[src/rtl/tps_isqrt.sv]
// ----------------------------------------------------------------------------
// tps_isqrt
// Pipelined integer square root of a 34-bit value, one result bit per stage.
// ----------------------------------------------------------------------------
module tps_isqrt #(
  parameter int SIDE_W = 8
) (
  input  logic              clk,
  input  logic              rst,
  input  logic              en,
  input  logic              in_valid,
  input  logic [33:0]       in_value,
  input  logic [SIDE_W-1:0] in_side,
  output logic              out_valid,
  output logic [16:0]       out_root,
  output logic [SIDE_W-1:0] out_side
);

  localparam int STAGES = 17;

  logic [33:0]       v_s    [STAGES+1];
  logic [33:0]       r_s    [STAGES+1];
  logic [SIDE_W-1:0] side_s [STAGES+1];
  logic              vld_s  [STAGES+1];

  assign v_s[0]    = in_value;
  assign r_s[0]    = '0;
  assign side_s[0] = in_side;
  assign vld_s[0]  = in_valid;

  // One result bit per stage
  for (genvar k = 0; k < STAGES; k++) begin : g_stage
    localparam logic [33:0] BIT = 34'd1 << (32 - 2 * k);
    logic [34:0] trial;
    logic [33:0] v_next;
    logic [33:0] r_next;

    always_comb begin
      trial = {1'b0, r_s[k]} + {1'b0, BIT};
      if ({1'b0, v_s[k]} >= trial) begin
        v_next = v_s[k] - trial[33:0];
        r_next = (r_s[k] >> 1) + BIT;
      end else begin
        v_next = v_s[k];
        r_next = r_s[k] >> 1;
      end
    end

    always_ff @(posedge clk) begin
      if (rst) begin
        vld_s[k+1] <= 1'b0;
      end else if (en) begin
        vld_s[k+1] <= vld_s[k];
      end
      if (en) begin
        v_s[k+1]    <= v_next;
        r_s[k+1]    <= r_next;
        side_s[k+1] <= side_s[k];
      end
    end
  end

  assign out_valid = vld_s[STAGES];
  assign out_root  = r_s[STAGES][16:0];
  assign out_side  = side_s[STAGES];

endmodule

[config.mk]
export PLATFORM = sky130hd
export DESIGN_NAME = tps_isqrt
export DESIGN_NICKNAME = d
export VERILOG_FILES = /design/src/rtl/tps_isqrt.sv
export SDC_FILE = /design/constraint.sdc
export NUM_CORES = 1
export LEC_CHECK = 0
export BUFFER_PORTS_ARGS = -buffer_cell sky130_fd_sc_hd__buf_2
export CORE_ASPECT_RATIO = 0.8
export CORE_MARGIN = 3
export CORE_UTILIZATION = 32
export CTS_BUF_LIST = sky130_fd_sc_hd__clkbuf_4 sky130_fd_sc_hd__clkbuf_8
export DETAILED_ROUTE_END_ITERATION = 6
export GPL_ROUTABILITY_DRIVEN = 0
export PLACE_DENSITY = 0.59
export SYNTH_ARGS = -nofsm -noshare
export SYNTH_HDL_FRONTEND = slang
export SYNTH_SLANG_ARGS = --single-unit
[constraint.sdc]
create_clock -name clk -period 3 [get_ports clk]
set_clock_uncertainty 0.2 [all_clocks]
set_input_delay 0.9 -clock clk [delete_from_list [all_inputs] [get_ports clk]]
set_output_delay 0.9 -clock clk [all_outputs]
set_load 0.005 [all_outputs]
==> run summary <==
leakage power = 17.33 nW
total routing resource utilization after global routing = 11.67%
grt total ovfl = 0
areal power density over the cells = 674.5 nW/µm²
most frequent standard cell in the layout excluding fill and tap cells = edfxtp_1
endpoint of the worst hold-timing path = side_s[100]
status = complete, but fails checks
proportion of layout cells with a drive suffix above 1 = 21.09%
clock tree sinks = 850
final routed wire length divided by cell count = 14.66 µm
TritonCTS clock tree = done
via count of the first global-routing pass = 22840
vertical die dimension = 312.5 µm
portion of total power attributed to the clock network = 34.2%
sequential cell area in the final layout = 25350 µm²
gate count of the mapped netlist = 2724
endpoint required time on the critical path = 3.36 ns
Skew-Pair Late Insertion Delay = 0.84 ns
switching power of the nets = 8.133 mW
largest net degree at the start of global routing = 92
Peak VDD IR = 0.0005260 V
classification of the worst-slack hold path = flip-flop to flip-flop
library cell occupying the most area in the post-synthesis netlist = edfxtp_1
Hold Path Cell Cnt = 0
Async S/R FF share, synth = 0%
startpoint of the worst register-to-register path = v_s[145]
minimum clock period = 3.021 ns
Slew Limit Fails = 0
distinct cell type count after synthesis = 84
remaining max-slew budget at the tightest pin = 60.34%
Data arrival, critical path = 3.38 ns
setup repair after global routing missed its margin = true
violations in the final reports = setup timing
post-synthesis sequential area ratio = 67.46%
die extent in x = 389.2 µm
Worst Max-Slew Pin Slew = 0.5899 ns
starting density of the core = 32.53%
final clock period utilization by the worst path = 100.7%
beginning of the worst hold path = side_s[108]
Primary FF master, synth = edfxtp_1
register clock-pin slew on the reported worst setup and hold paths = 0.06 ns
average cell area after synthesis = 13.80 µm²
TritonCTS Buffers = 137
top cells by area, synth = edfxtp_1 (67%), ha_1 (5.5%), xnor2_1 (2.6%), xor2_1 (2.3%), inv_1 (2.0%)
Iter 0 DRT Violations = 1162
number of antenna violations at the first check in global routing = 2
full die area = 121600 µm²
Worst R2R Path Depth = 11
area overhead of the layout relative to synthesis = 22.34%
netlist area before placement = 37580 µm²
worst setup margin = -0.02077 ns
worst setup slack for register-to-register paths = -0.02 ns
final routed DRC violation total = 0
net count of the finished layout = 3415
# port buffers = 71
type of destination of the critical path = flip-flop
buffer type at the clock tree root = clkbuf_8
DP Wirelength = 50.46 mm
worst slack after detailed placement = -0.2417 ns
share of total power in sequential cells = 49.7%
combinational fraction of design power = 16.1%
power after layout = 31.01 mW
standard cell core area = 115600 µm²
maximum clock frequency = 331.0 MHz
Placement Rows = 111
number of buffers on the longest clock path = 3
average via count per standard cell = 4.612
Seq cells post-synth = 850
filler instances = 10790
Post-DRT Antenna Nets = 0
global-route wire length before repair = 114.8 mm
number of I/O pins = 72
Critical Setup Path Class = flip-flop to flip-flop
area of the multi-input gates = 11820 µm²
total nets after synthesis = 2936
count of flip-flops with a built-in enable after synthesis = 833
CP max FO = 6
H-tree levels = 4
final-layout worst hold slack = 0.2138 ns
total wire length = 70.89 mm
cell internal power dissipation = 22.88 mW
# setup viols final = 2
number of warnings reported in the yosys synthesis log = 0
most frequent cells in the layout = edfxtp_1 (833), buf_4 (241), inv_1 (201), nand2_1 (176), nor2_1 (168)
top cell type's share of synthesized area = 66.56%
count of max-cap constraint violations = 0
TritonRoute pass-1 iters = 5
vias after detailed routing = 22310
Hold Fails Final Rpt = 0
net switching share of the total power = 26.22%
Reg2Reg Capture Point = v_s[134]
critical path launch point type = flip-flop
==> registers in the layout (all words and copies together), names as in the netlist <==
register	cells
v_s	544
r_s	136
side_s	128
out_root	17
vld_s	16
out_side	8
out_valid	1
==> critical path: stages, from the launching register on <==
cell and delay (ns):
edfxtp_1 0.43, ha_4 0.30, or4b_4 0.46, nor4_4 0.28, buf_4 0.17, a31oi_1 0.08, nand3_1 0.16, a31oi_4 0.07
buf_12 0.17, clkbuf_2 0.14, nor3_1 0.23, xor2_1 0.10
==> area by class of cell <==
cell class                      instances  area share [%]
Sequential cell                       850           55.14
Multi-Input combinational cell       1623           25.72
Timing Repair Buffer                  386           6.858
Clock buffer                          184           4.896
Tap cell                             1525           4.150
Inverter                              205           1.674
Clock inverter                         61           1.554
Antenna cell                            2         0.01088
==> per-layer routing <==
layer / GRT usage (%) / up-vias / share of wire (%) / routed length [µm]
met5: 0 / - / 0 / 0
met4: 5.506 / 0 / 3.6 / 2533
met3: 2.803 / 163 / 4.2 / 2951
met2: 20.05 / 411 / 49 / 35020
met1: 13.77 / 10510 / 43 / 30390
li1: - / 11220 / - / -
==> worst max path at each step <==
stage / startpoint / to / slack [ns] / cells past startpoint
5_1_grt: v_s[145] / v_s[134] / -0.10 / 11
6_report: v_s[145] / v_s[134] / -0.02 / 11
2_1_floorplan: v_s[145] / v_s[128] / 0.01 / 8
4_1_cts: v_s[253] / v_s[220] / -0.003 / 7
3_3_place_gp: v_s[381] / v_s[369] / -0.23 / 7
3_5_place_dp: v_s[401] / v_s[367] / -0.24 / 11
==> power by group through the flow <==
stage / Sequential [mW] / Clock, mW / Combinational (mW)
detailed placement: 15.6 / 0 / 4.74
CTS: 15.4 / 11.1 / 4.85
finish: 15.4 / 10.6 / 5.00
global route: 15.5 / 11.6 / 5.60
global placement: 15.6 / 0 / 4.68
floorplan: 15.4 / 0 / 3.11
==> what timing repair did <==
item | in CTS | in global routing
resized for setup | 26 | 91
endpoints found under the setup margin | 66 | 135
buffers inserted | 4 | 24
hold buffers | 44 | 0
cloned | 0 | 1
hold endpoints to repair | 43 | 0
pin swaps | 8 | 31
==> through the flow <==
step | util (%) | TNS (ns) | area (µm²) | std cells
final | 39.79 | -0.03301 | 45980 | 4836
after detailed placement | 36.13 | -5.042 | 41750 | 4517
after floorplan | - | 0 | 37620 | 2724
after global routing | 39.79 | -0.8192 | 45980 | 4836
after global placement | 36.13 | -4.140 | 41750 | 4517
after CTS | 39.24 | -0.003040 | 45340 | 4810
==> cell families (layout without fill, tap and decap cells) <==
logic type               Yosys count  in the layout  synth area share (%)
other                              0              2                     0
multiplexers                      55             55                 1.575
adder cells (fa/ha/maj)          166            166                 5.526
flip-flops                       850            850                 67.46
AND/OR/NAND/NOR                  739            739                 10.20
AO/OA/AOI/OAI                    453            453                 7.674
XOR/XNOR                         210            210                 4.894
buffers and inverters            251            836                 2.673
==> synthesized netlist by cell type, types with 9 or more instances <==
cell / count
o21ai_0: 125
o31a_1: 9
o21a_1: 40
xnor2_1: 112
ha_1: 166
nor4_1: 62
nand2b_1: 17
mux2_2: 25
or3_1: 29
inv_1: 203
nand2_1: 176
nor2_1: 170
clkbuf_1: 20
nor4b_1: 17
nor3_1: 71
nand3b_1: 9
o31ai_1: 18
buf_2: 14
nor3b_1: 12
a21oi_1: 119
nand3_1: 45
nor2b_1: 20
a211oi_1: 17
xor2_1: 98
nand4_1: 31
dfxtp_1: 17
a31oi_1: 11
edfxtp_1: 833
or4_1: 23
and3_1: 9
o21bai_1: 9
a21o_1: 30
mux2i_1: 28
No activity file was read; power rests on OpenSTA's default activity.
